[src/rtl/adf_pkg.sv]
`default_nettype none
// ----------------------------------------------------------------------------
// adf_pkg
// Shared types and constants for the averaging deadband filter.
// ----------------------------------------------------------------------------
package adf_pkg;

  localparam int SAMPLE_BITS       = 10;
  localparam int CHANNEL_BITS      = 4;
  localparam int COUNT_BITS        = 8;
  localparam int SUM_BITS          = SAMPLE_BITS + COUNT_BITS;
  localparam int STEP_BITS         = $clog2(SUM_BITS);
  localparam int FILTERED_CHANNELS = 4;
  localparam int HELD_IDX_BITS     = (FILTERED_CHANNELS > 1) ? $clog2(FILTERED_CHANNELS) : 1;
  localparam int CFG_INDEX_BITS    = 2;
  localparam int CFG_DATA_BITS     = 10;

  localparam logic [COUNT_BITS-1:0]    NUM_SAMPLES_RESET = COUNT_BITS'(8);
  localparam logic [SAMPLE_BITS-1:0]   DEADBAND_RESET    = SAMPLE_BITS'(5);
  localparam logic [COUNT_BITS-1:0]    COUNT_MAX         = {COUNT_BITS{1'b1}};
  localparam logic [SAMPLE_BITS-1:0]   SAMPLE_MAX        = {SAMPLE_BITS{1'b1}};

  typedef enum logic [CFG_INDEX_BITS-1:0] {
    CFG_NUM_SAMPLES = 2'd0,
    CFG_DEADBAND    = 2'd1
  } adf_cfg_index_t;

  typedef enum logic [1:0] {
    ST_IDLE,
    ST_DIVIDE,
    ST_COMPARE
  } adf_state_t;

  typedef struct packed {
    logic [SAMPLE_BITS-1:0]  sample_value;
    logic [CHANNEL_BITS-1:0] channel;
  } adf_in_t;

  typedef struct packed {
    logic [SAMPLE_BITS-1:0]  filtered_value;
    logic [CHANNEL_BITS-1:0] out_channel;
  } adf_out_t;

  typedef struct packed {
    logic                  start;
    logic [SUM_BITS-1:0]   dividend;
    logic [COUNT_BITS-1:0] divisor;
  } adf_div_req_t;

endpackage : adf_pkg
`default_nettype wire

[src/rtl/average_deadband_filter.sv]
`default_nettype none
// ----------------------------------------------------------------------------
// average_deadband_filter
// Block average of converter samples with a per-channel deadband hold.
// ----------------------------------------------------------------------------
// Each accepted sample is added to a running sum. When the
// collected count reaches num_samples (zero counts as one) the sum goes to a
// restoring divider that yields one quotient bit per cycle. A group-ending
// sample keeps the input closed through the divide steps, a step in which
// the divider hands over the quotient and a compare step; only after these
// can the next sample be taken. The compare step is held for as long as the
// output register still carries an uncollected result. A sample that does
// not end a group leaves the input open.
// The quotient saturates at the largest sample value. For the low channels
// the average is compared against that channel's held value: a difference
// below deadband_threshold returns the held value, otherwise the average is
// stored and returned. Other channels pass the average through. The channel
// of the group-ending sample picks the held entry and tags the result. The
// result sits in an output register, so the next sample is taken while a
// result still waits to be collected.
// ----------------------------------------------------------------------------
module average_deadband_filter (
  input  wire logic                               clk,
  input  wire logic                               rst,
  // sample requests
  input  wire logic                               in_valid,
  output logic                                    in_ready,
  input  wire adf_pkg::adf_in_t                   in_data,
  // result requests
  output logic                                    out_valid,
  input  wire logic                               out_ready,
  output adf_pkg::adf_out_t                       out_data,
  // configuration requests
  input  wire logic                               cfg_valid,
  output logic                                    cfg_ready,
  input  wire logic [adf_pkg::CFG_INDEX_BITS-1:0] cfg_index,
  input  wire logic [adf_pkg::CFG_DATA_BITS-1:0]  cfg_data
);
  import adf_pkg::*;

  // configuration registers
  logic [COUNT_BITS-1:0]   num_samples;
  logic [SAMPLE_BITS-1:0]  deadband_threshold;

  // accumulation state
  logic [SUM_BITS-1:0]     sample_sum;
  logic [COUNT_BITS-1:0]   sample_count;
  logic [SAMPLE_BITS-1:0]  held_value [FILTERED_CHANNELS];

  adf_state_t              state, state_next;
  logic [CHANNEL_BITS-1:0] group_channel;

  logic                    in_take;
  logic [SUM_BITS-1:0]     sum_next;
  logic [COUNT_BITS-1:0]   count_next;
  logic [COUNT_BITS-1:0]   n_eff;
  logic                    group_end;

  adf_div_req_t            div_req;
  logic [SUM_BITS-1:0]     quotient;
  logic                    div_done;

  logic [SAMPLE_BITS-1:0]  avg;
  logic [SAMPLE_BITS-1:0]  prev;
  logic [SAMPLE_BITS-1:0]  diff;
  logic                    filtered;
  logic                    keep_prev;
  logic                    out_free;
  logic                    publish;
  logic [HELD_IDX_BITS-1:0] held_idx;

  assign cfg_ready = 1'b1;
  assign in_ready  = (state == ST_IDLE);
  assign in_take   = in_valid && in_ready;

  // running sum and saturating count, group end test
  always_comb begin
    n_eff      = (num_samples == '0) ? COUNT_BITS'(1) : num_samples;
    sum_next   = sample_sum + SUM_BITS'(in_data.sample_value);
    count_next = (sample_count < COUNT_MAX) ? sample_count + COUNT_BITS'(1) : sample_count;
    group_end  = count_next >= n_eff;
  end

  always_comb begin
    div_req.start    = in_take && group_end;
    div_req.dividend = sum_next;
    div_req.divisor  = n_eff;
  end

  adf_divider u_divider (
    .clk      (clk),
    .rst      (rst),
    .req      (div_req),
    .quotient (quotient),
    .done     (div_done)
  );

  // deadband compare on the saturated quotient
  always_comb begin
    avg       = (|quotient[SUM_BITS-1:SAMPLE_BITS]) ? SAMPLE_MAX : quotient[SAMPLE_BITS-1:0];
    filtered  = 32'(group_channel) < FILTERED_CHANNELS;
    held_idx  = group_channel[HELD_IDX_BITS-1:0];
    prev      = held_value[held_idx];
    diff      = (avg > prev) ? avg - prev : prev - avg;
    keep_prev = filtered && (diff < deadband_threshold);
    out_free  = !out_valid || out_ready;
    publish   = (state == ST_COMPARE) && out_free;
  end

  // sequencer
  always_comb begin
    state_next = state;
    unique case (state)
      ST_IDLE:    if (div_req.start) state_next = ST_DIVIDE;
      ST_DIVIDE:  if (div_done) state_next = ST_COMPARE;
      ST_COMPARE: if (out_free) state_next = ST_IDLE;
      default:    state_next = ST_IDLE;
    endcase
  end

  always_ff @(posedge clk) begin
    if (rst) begin
      state <= ST_IDLE;
    end else begin
      state <= state_next;
    end
  end

  // configuration writes, indexes beyond the list fall through
  always_ff @(posedge clk) begin
    if (rst) begin
      num_samples        <= NUM_SAMPLES_RESET;
      deadband_threshold <= DEADBAND_RESET;
    end else if (cfg_valid && cfg_ready) begin
      case (cfg_index)
        CFG_NUM_SAMPLES: num_samples        <= cfg_data[COUNT_BITS-1:0];
        CFG_DEADBAND:    deadband_threshold <= cfg_data[SAMPLE_BITS-1:0];
        default: ;
      endcase
    end
  end

  always_ff @(posedge clk) begin
    if (rst) begin
      sample_sum   <= '0;
      sample_count <= '0;
    end else if (in_take) begin
      sample_sum   <= group_end ? '0 : sum_next;
      sample_count <= group_end ? '0 : count_next;
    end
  end

  always_ff @(posedge clk) begin
    if (in_take && group_end) begin
      group_channel <= in_data.channel;
    end
  end

  // held values per filtered channel
  always_ff @(posedge clk) begin
    if (rst) begin
      for (int i = 0; i < FILTERED_CHANNELS; i++) begin
        held_value[i] <= '0;
      end
    end else if (publish && filtered && !keep_prev) begin
      held_value[held_idx] <= avg;
    end
  end

  // output register
  always_ff @(posedge clk) begin
    if (rst) begin
      out_valid <= 1'b0;
    end else if (publish) begin
      out_valid <= 1'b1;
    end else if (out_ready) begin
      out_valid <= 1'b0;
    end
  end

  always_ff @(posedge clk) begin
    if (publish) begin
      out_data.filtered_value <= keep_prev ? prev : avg;
      out_data.out_channel    <= group_channel;
    end
  end

endmodule : average_deadband_filter
`default_nettype wire

[src/rtl/adf_divider.sv]
`default_nettype none
// ----------------------------------------------------------------------------
// adf_divider
// Restoring divider, one quotient bit per cycle.
// ----------------------------------------------------------------------------
module adf_divider (
  input  wire logic                           clk,
  input  wire logic                           rst,
  input  wire adf_pkg::adf_div_req_t          req,
  output logic [adf_pkg::SUM_BITS-1:0]        quotient,
  output logic                                done
);
  import adf_pkg::*;

  logic                   busy;
  logic [STEP_BITS-1:0]   step;
  logic [COUNT_BITS-1:0]  rem;
  logic [COUNT_BITS-1:0]  divisor;
  logic [SUM_BITS-1:0]    dq;

  logic [COUNT_BITS:0]    shifted;
  logic                   fits;
  logic [COUNT_BITS:0]    diff;

  always_comb begin
    shifted = {rem, dq[SUM_BITS-1]};
    fits    = shifted >= {1'b0, divisor};
    diff    = shifted - {1'b0, divisor};
  end

  always_ff @(posedge clk) begin
    if (rst) begin
      busy <= 1'b0;
      done <= 1'b0;
      step <= '0;
    end else begin
      done <= 1'b0;
      if (req.start) begin
        busy <= 1'b1;
        step <= '0;
      end else if (busy) begin
        step <= step + STEP_BITS'(1);
        if (step == STEP_BITS'(SUM_BITS - 1)) begin
          busy <= 1'b0;
          done <= 1'b1;
        end
      end
    end
  end

  // datapath: quotient bits shift into the dividend register
  always_ff @(posedge clk) begin
    if (req.start) begin
      dq      <= req.dividend;
      rem     <= '0;
      divisor <= req.divisor;
    end else if (busy) begin
      rem <= fits ? diff[COUNT_BITS-1:0] : shifted[COUNT_BITS-1:0];
      dq  <= {dq[SUM_BITS-2:0], fits};
    end
  end

  assign quotient = dq;

endmodule : adf_divider
`default_nettype wire

[config.mk]
export PLATFORM = sky130hd
export DESIGN_NAME = average_deadband_filter
export DESIGN_NICKNAME = d
export VERILOG_FILES = /design/src/rtl/adf_pkg.sv /design/src/rtl/average_deadband_filter.sv /design/src/rtl/adf_divider.sv
export SDC_FILE = /design/constraint.sdc
export NUM_CORES = 1
export LEC_CHECK = 0
export BUFFER_PORTS_ARGS = -buffer_cell sky130_fd_sc_hd__buf_2
export CORE_ASPECT_RATIO = 1.5
export CORE_MARGIN = 10
export CORE_UTILIZATION = 40
export CTS_BUF_LIST = sky130_fd_sc_hd__clkbuf_8
export CTS_CLUSTER_SIZE = 20
export DETAILED_ROUTE_END_ITERATION = 8
export PLACE_DENSITY = 0.63
export SYNTH_ARGS = -nofsm -noshare
export SYNTH_HDL_FRONTEND = slang
export SYNTH_SLANG_ARGS = --single-unit
[constraint.sdc]
create_clock -name clk -period 9.3 [get_ports clk]
set_clock_uncertainty 0.05 [all_clocks]
set_input_delay 1.395 -clock clk [delete_from_list [all_inputs] [get_ports clk]]
set_output_delay 1.395 -clock clk [all_outputs]
set_load 0.05 [all_outputs]
After elaboration in Yosys (flattened, before gate mapping)
Memory sizes are Yosys's and may differ from the RTL's. A register that Yosys moved wholly into a read port is not among the register bits.
Index checks and enable logic that the tools add are counted.

word-level totals
  bits in latches = 0
  word-level logic and storage cells = 86
  input bits = 31
  ROM bits = 0
  memories kept = 1
  output and inout bits = 17
  bits in registers = 106
  bits in writable memories = 40

cells by class
  div/mod/pow operators = 0
  $lt $le $gt $ge = 6
  multipliers = 0
  reductions and logical operators = 21
  shifts and indexed selects = 0
  eq/ne operators = 7
  mux-type cells = 29
  $add $sub $neg = 6
  bitwise logic cells = 1

memory list
  name        words  bits a word  rd ports  clocked after memory_dff  write ports  line                           RTL
  held_value  4      10           1         1                         4            average_deadband_filter.sv:48  logic [SAMPLE_BITS-1:0] held_value [FILTERED_CHANNELS];

operators with widths
  kind                                                        count
  two-way mux 18 bit                                          3
  two-way mux 10 bit                                          4
  two-way mux 8 bit                                           4
  subtractor 10 bit                                           2
  adder 18 x 10 -> 18 bit                                     1
  two-way mux 1 bit                                           12
  > comparator 10 bit                                         1
  less-than comparator 10 bit                                 1
  two-way mux 2 bit                                           5
  OR reduction 10 bit                                         1
  >= comparator 9 x 8 -> 1 bit                                1
  adder 8 x 1 -> 8 bit, second input constant                 1
  >= comparator 8 bit                                         1
  logical NOT 8 bit                                           1
  less-than comparator 8 bit, second input constant           1
  OR reduction 8 bit                                          1
  subtractor 8 bit                                            1
  logical AND 1 bit                                           6
  one-hot mux 2 bit (3 select lines)                          1
  adder 5 x 1 -> 5 bit, second input constant                 1
  equality test 5 bit, second input constant                  1
  equality test 2 x 1 -> 1 bit, second input constant         2
  logical NOT 2 bit                                           2
  less-than comparator 4 x 3 -> 1 bit, second input constant  1
  11 further kinds                                            15

Longest topological paths before layout
Gate-level depths: netlist of run 1.

  word-level depth = 13
  gate-level depth with buffers = 22

By module
A second synthesis of run 1 with hierarchy kept.

unflattened totals
  cells, all modules = 820
  area, all modules = 8291.7 um^2

modules (own cells, without submodules)
  module                   sequential area each (um^2)  instances  area an instance (um^2)  cells each
  average_deadband_filter  2722.6                       1          6248.5                   648
  adf_divider              1081.0                       1          2043.2                   172

Least setup slack after synthesis of run 1
Ideal clock, no wire load.

  path type = register to register
  from = reg u_divider.dq[17], in the netlist u_divider.quotient[17]
  to = mem held_value[2][0], enable pin
  arrival time = 4801 ps
  data required time = 8903 ps
  path slack = 4102 ps
  period minus slack after synthesis = 5198 ps
  library setup time = 347 ps
  cell stages (with the launch flop) = 21
  cells stage by stage = edfxtp_1 -> nor4_1 -> nand2_1 -> or2_2 -> inv_1 -> ha_1 -> fa_1 -> nor2b_1 -> o21ai_0 -> a31oi_4 -> a21boi_2 -> nor2_8 -> mux2i_1 -> xnor2_1 -> ha_1 -> nand4_1 -> or4b_1 -> o31ai_1 -> a21oi_1 -> or3b_2 -> nand2b_1

RTL lines
  what                    line                           RTL
  from (decl)             adf_divider.sv:19              logic [SUM_BITS-1:0] dq;
  from (signal assigned)  adf_divider.sv:54              dq <= req.dividend;
  from (signal assigned)  adf_divider.sv:59              dq <= {dq[SUM_BITS-2:0], fits};
  to (decl)               average_deadband_filter.sv:48

==> results of run 1 <==
state kept, by name (all words and copies together) (netlist names), 2 cells and up, named ones only:
signal,cells
num_samples,8
u_divider.step,5
u_divider.quotient,18
held_value,40
state,2
u_divider.divisor,8
group_channel,4
u_divider.rem,8
out_data,14
sample_count,8
sample_sum,18
deadband_threshold,10
cells in the final DEF, fill, tap and decap left out, types with 8 or more instances in the layout:
| cell type | count |
|---|---|
| buf_2 | 46 |
| o21ai_0 | 49 |
| nand2b_1 | 12 |
| ha_1 | 56 |
| or2_2 | 8 |
| nand3_1 | 14 |
| nor2_1 | 105 |
| xor2_1 | 18 |
| xnor2_1 | 14 |
| mux2i_1 | 33 |
| nor2b_1 | 8 |
| nor3_1 | 15 |
| a21o_1 | 13 |
| a21oi_1 | 46 |
| or3_1 | 10 |
| nand3b_1 | 11 |
| inv_1 | 60 |
| mux4_1 | 9 |
| clkbuf_8 | 17 |
| edfxtp_1 | 84 |
| dfxtp_1 | 64 |
| nand2_1 | 64 |
| nand4_1 | 15 |
cell families (layout without fill, tap and decap cells):
| logic type | count (synthesis) | in the layout |
|---|---|---|
| compound gates | 162 | 162 |
| xor+xnor | 33 | 33 |
| fa+ha+maj | 60 | 60 |
| buf+inv | 97 | 143 |
| flops | 148 | 148 |
| mux | 49 | 49 |
| other cells | 1 | 1 |
| simple gates | 283 | 283 |
synth_stat cells (5+ instances only):
library cell,count,area (sq um)
a21o_1,13,97.59
a21oi_1,46,230.2
a22oi_1,7,52.55
a31oi_1,5,31.28
clkbuf_1,32,120.1
dfxtp_1,64,1281
edfxtp_1,84,2522
ha_1,56,700.7
inv_1,59,221.5
mux2_2,5,56.30
mux2i_1,33,330.3
mux4_1,9,236.5
nand2_1,64,240.2
nand2b_1,12,75.07
nand3_1,14,70.07
nand3b_1,11,82.58
nand4_1,15,93.84
nor2_1,105,394.1
nor2b_1,8,50.05
nor3_1,15,75.07
o21a_1,7,52.55
o21ai_0,49,245.2
or2_2,8,50.05
or3_1,10,62.56
xnor2_1,14,122.6
xor2_1,18,157.7
worst max path at each step:
| stage | cells after the start | slack (ps) | to |
|---|---|---|---|
| after floorplan | 20 | 4100 | held_value[2][0] |
| after global placement | 18 | 3180 | held_value[2][3] |
| after detailed placement | 18 | 2990 | held_value[2][2] |
| after CTS | 18 | 2950 | held_value[2][7] |
| after global routing | 18 | 2510 | held_value[2][6] |
| final | 18 | 3050 | held_value[2][6] |
power by group through the flow:
stage	combinational [uW]	clock, uW	sequential (uW)
5_1_grt	404	495	764
2_1_floorplan	284	0	762
6_report	351	456	758
3_3_place_gp	346	0	773
4_1_cts	354	470	759
3_5_place_dp	351	0	773
area by class of cell:
type | count | area, sq um
inverters | 59 | 221.5
clock inverters | 14 | 117.6
clock buffers | 17 | 234.0
well taps | 264 | 330.3
flip-flops and latches | 148 | 3804
repair buffers | 53 | 282.8
multi-input cells | 588 | 4136
fillers | 1988 | 11290
metal layers:
metal  global-route usage, %  part of all wire, %  vias to the layer above
li1                        -                    -                     3029
met1                   16.34                   42                     2828
met2                   24.19                   51                      127
met3                   3.411                  4.5                       23
met4                   5.928                  2.6                        0
met5                       0                    0                        -
stage by stage:
| step | instance area, sq um | setup WS (ps) |
|---|---|---|
| after floorplan | 8325 | 4102 |
| after CTS | 9126 | 2951 |
| after global routing | 9126 | 2506 |
| final | 9126 | 3052 |
| after detailed placement | 8775 | 2993 |
| after global placement | 8775 | 3185 |
==> flow_summary_export.csv, run 1 <==
group,metric,value,unit
outcome,run_status,"complete, no violations",
global_route,grt_pass1_vias,5948,
synthesis,ys_seq_area_share,45.69,%
synthesis,synth-warning-count,0,
placement,dp_cells,1112,
synthesis,synth_xor_area_share,3.562,%
clock_tree,cts_hold_buffers,0,
routing,wire_per_inst,16.24,um
layout,antenna_cells,0,
clock_tree,cts_buffer_depth,2,
critical_path,start_kind,"flip-flop",
critical_path,timing.rr.start,"u_divider.quotient[17]",
synthesis,synth_top_family_by_area,"simple AND/OR/NAND/NOR gates",
timing,timing.fmax,160.1,MHz
global_route,grt_antenna_before_repair,0,
clock_tree,cts_setup_buffers,0,
routing,detail_route.vias_per_cell,5.255,
synthesis,netlist-cell-type-count,67,
floorplanning,start_util,40.77,%
critical_path,crit_required,9350,ps
critical_path,reg2reg_depth,18,
routing,drt_first_iter_violations,317,
critical_path,critPathArrivalTime,6300,ps
timing,min_period,6248,ps
pwr,p_int,1093,uW
worst_hold_path,min_to,"u_divider.divisor[7]",
critical_path,reg2reg_to,"held_value[2][6]",
clock_tree,cts_tree,"done",
routing,dr.pass1.iters,4,
synthesis,syn_area_per_cell,9.995,sq um
clock_tree,numCtsBuffers,17,
critical_path,crit_buf_inv,2,
critical_path,cpMaxStageDelayCell,"nor4_1",
routing,route.vias.total,6007,
synthesis,ys.flop_type,"edfxtp_1",
floorplanning,die_h,196.7,um
clock_tree,cts.root.buffer_cell,"clkbuf_8",
synthesis,netlist_area,8325,sq um
global_route,grt.total_usage,14.13,%
synthesis,synth_fp_nets,924,
worst_hold_path,hp-class,"reg2reg",
critical_path,end_kind,"flip-flop",
pwr,p_per_area,171.5,nW/um^2
layout,instances_no_fill,1143,
timing,setup_viol,0,
clock_tree,clock_sinks,148,
critical_path,critPathMaxStageDelay,800,ps
pwr,power.share.sequential,48.5,%
pwr,pwr-share-clk,29.1,%
pwr,p_comb_share,22.4,%
critical_path,startpoint,"u_divider.quotient[17]",
critical_path,cp_top_family,"simple AND/OR/NAND/NOR gates",
timing,maxSlewHeadroom,32.80,%
layout,post-route-util,44.69,%
timing,worst_pin_slew,1007,ps
floorplanning,die_area,27100,sq um
timing,setup_tns,0,ps
synthesis,synth-simple-area-share,16.41,%
floorplanning,rows,64,
critical_path,crit_chain,"nor4_1 > nand2_1 > nor2_1 > inv_1 > ha_1 > nand2_1 > nor4_1 > nor2_8 > mux2i_1 > xnor2_1 > ha_1 > nand4_1 > or4b_1 > o31ai_1 > a21oi_1 > buf_4 > or3b_2 > nand2b_1",
clock_tree,clk_pin_slew,80,ps
timing,grt_setup_unrepaired,"no",
critical_path,reg2reg_slack,3050,ps
synthesis,async_flop_share,0,%
pwr,ir_worst_vdd,74.75,uV
placement,place.gp.congestion,0.8461,
global_route,overflow,0,
pwr,p_sw_share,30.15,%
global_route,grt_pass1_wl,30.04,mm
synthesis,synth_compound_area_share,12.35,%
synthesis,syn_inst,833,
layout,fin_nets,958,
run,cap_viol_max_count,0,
pwr,total_power,1565,uW
placement,port_buffers,46,
synthesis,synthAdderAreaFrac,9.378,%
routing,totalWireLength,18.56,mm
global_route,grt_start_max_net_pins,67,
routing,drc,0,
placement,dp_hpwl,13.84,mm
synthesis,ys_seq_elements,148,
timing,timing.final.crit_share,67.18,%
floorplanning,ioPinCount,48,
timing,hold_viol_final,0,
synthesis,yosys-mux-area-fraction,7.935,%
floorplanning,core,20420,sq um
timing,maxSlewViolCount,0,
pwr,p_leak,0.003925,uW
layout,drive_above_1_share,12.40,%
clock_tree,clock_latency,460,ps
worst_hold_path,hold-path-cell-count,0,
critical_path,worstSetupPathType,"reg2reg",
pwr,p_switching,471.7,uW
synthesis,synth_edf_count,84,
clock_tree,cts_resized,0,
routing,ant_nets,0,
floorplanning,die_w,137.8,um
critical_path,cp_max_fo,13,
timing,hold_ws,396.8,ps
clock_tree,h-tree-depth,4,
worst_hold_path,worstHoldStart,"num_samples[7]",
layout,area.growth.synth_to_final,9.618,%
Power figures use the tool's default switching activity.
==> inputs of run 2 (changes only) <==
--- a/config.mk
+++ b/config.mk
@@ -12,7 +12,7 @@
 export CTS_BUF_LIST = sky130_fd_sc_hd__clkbuf_8
 export CTS_CLUSTER_SIZE = 20
 export DETAILED_ROUTE_END_ITERATION = 8
-export PLACE_DENSITY = 0.63
+export PLACE_DENSITY = 0.65
 export SYNTH_ARGS = -nofsm -noshare
 export SYNTH_HDL_FRONTEND = slang
 export SYNTH_SLANG_ARGS = --single-unit
==> constraint.sdc (replaced) <==
create_clock -name clk -period 5.2 [get_ports clk]
set_clock_uncertainty 0.05 [all_clocks]
set_input_delay 0.78 -clock clk [delete_from_list [all_inputs] [get_ports clk]]
set_output_delay 0.78 -clock clk [all_outputs]
set_load 0.05 [all_outputs]
==> flow_summary_export.csv, run 2 (synthesis gave the netlist of run 1 again) <==
group,metric,value,unit
outcome,run_status,"complete, no violations",
layout,final_common_cell,"nor2_1",
critical_path,start_kind,"flip-flop",
floorplanning,die_h,196.7,um
timing,hold_viol_final,0,
clock_tree,cts_tree,"done",
layout,top_register,"held_value",
routing,ant_nets,0,
run,cap_viol_max_count,0,
clock_tree,clk_pin_slew,80,ps
timing,maxSlewHeadroom,35.16,%
critical_path,end_kind,"flip-flop",
floorplanning,core,20420,sq um
clock_tree,numCtsBuffers,17,
critical_path,crit_required,5320,ps
floorplanning,die_area,27100,sq um
routing,route.vias.total,6124,
layout,largest_register_ff_count,40,
timing,worst_pin_slew,971.5,ps
layout,drive_above_1_share,17.10,%
pwr,p_per_area,301.5,nW/um^2
routing,totalWireLength,18.99,mm
global_route,grt_start_max_net_pins,55,
placement,place.gp.congestion,0.8648,
layout,fin_nets,996,
layout,antenna_cells,0,
timing,grt_setup_unrepaired,"no",
routing,detail_route.vias_per_cell,5.181,
worst_hold_path,hp-class,"reg2reg",
routing,drt_first_iter_violations,353,
layout,layout_common_cells,"nor2_1, edfxtp_1, nand2_1, dfxtp_1, inv_1",
global_route,grt_antenna_before_repair,0,
pwr,p_comb_share,22.8,%
global_route,grt_pass1_vias,6226,
critical_path,worstSetupPathType,"reg2reg",
timing,timing.fmax,201.5,MHz
global_route,overflow,0,
clock_tree,clock_latency,450,ps
critical_path,reg2reg_slack,240,ps
layout,register_area,3804,sq um
global_route,grt.total_usage,14.37,%
pwr,p_int,2022,uW
pwr,p_leak,0.004144,uW
pwr,pwr-share-clk,29.9,%
global_route,grt_pass1_wl,30.64,mm
floorplanning,ioPinCount,48,
timing,min_period,4963,ps
timing,timing.final.crit_share,95.44,%
routing,drc,0,
placement,port_buffers,46,
critical_path,critPathArrivalTime,5080,ps
layout,multi_input_area,4190,sq um
layout,instances_no_fill,1182,
clock_tree,cts_buffer_depth,2,
routing,dr.pass1.iters,4,
critical_path,cp_max_fo,7,
routing,wire_per_inst,16.06,um
clock_tree,clock_sinks,148,
placement,post_dp_cell_area,9037,sq um
pwr,p_switching,843.2,uW
timing,setup_tns,0,ps
clock_tree,h-tree-depth,4,
placement,dp_cells,1147,
clock_tree,cts.root.buffer_cell,"clkbuf_8",
floorplanning,rows,64,
pwr,power.share.sequential,47.3,%
pwr,ir_worst_vdd,127.2,uV
pwr,p_sw_share,29.43,%
floorplanning,die_w,137.8,um
layout,nFillCells,1917,
layout,fin_area,9502,sq um
placement,dp_hpwl,14.40,mm
timing,setup_viol,0,
layout,area.growth.synth_to_final,14.13,%
floorplanning,start_util,40.77,%
timing,maxSlewViolCount,0,
## run 2: critical path: stages (launching register included)
cell,delay (ps)
dfxtp_1,370
buf_4,210
mux4_1,610
ha_1,380
a21o_1,220
a21o_1,190
a21oi_2,160
a21boi_4,270
mux2_2,360
mux2i_1,170
ha_1,170
nand4_1,140
or4b_1,520
o31ai_1,90
a21oi_2,120
or3b_4,420
nand2b_4,80
buf_4,140
## run 2: worst paths after layout
kind | to | cells past startpoint | startpoint
max | held_value[2][4] | 17 | flip-flop
min | u_divider.divisor[2] | 0 | num_samples[2]
max reg2reg | held_value[2][4] | 17 | flip-flop
min reg2reg | u_divider.divisor[2] | 0 | num_samples[2]
## run 2: through the flow
step                      hold slack (ps)  setup WS [ps]  total power (uW)  util, %
after floorplan                     377.2          1.992              1872        -
after global placement              365.1          47.63              2017    44.26
after detailed placement            368.0         -43.09              2031    44.26
after CTS                           389.9          23.60              2891    46.20
after global routing                397.8          12.14              3037    46.53
final                               389.0          237.2              2865    46.53
## run 2: layout make-up
cell class | instances | share of cell area [%]
inverter | 59 | 2.331
tap | 264 | 3.476
sequential | 148 | 40.03
clock inverter | 15 | 1.501
multi-input combinational | 588 | 44.10
clock buffer | 17 | 2.462
timing repair buffer | 91 | 6.097
## run 2: routing by layer
metal	track usage, %	wire, um	part of all wire, %
met2	25.92	10020	53
met3	2.851	717	3.8
met5	0	0	0
met4	5.657	408	2.1
met1	16.00	7842	41
## run 2: what timing repair did
action / 4_1_cts / 5_1_grt
resized for setup: 3 / 18
setup endpoints to repair: 20 / 60
setup buffers: 0 / 3
hold buffers: 0 / 0
pin swaps: 0 / 7
## run 2: power by group through the flow
stage | Sequential, uW | Combinational, uW | Clock [uW]
2_1_floorplan | 1360 | 509 | 0
3_3_place_gp | 1380 | 635 | 0
3_5_place_dp | 1380 | 647 | 0
4_1_cts | 1360 | 652 | 882
5_1_grt | 1370 | 743 | 928
6_report | 1360 | 654 | 855
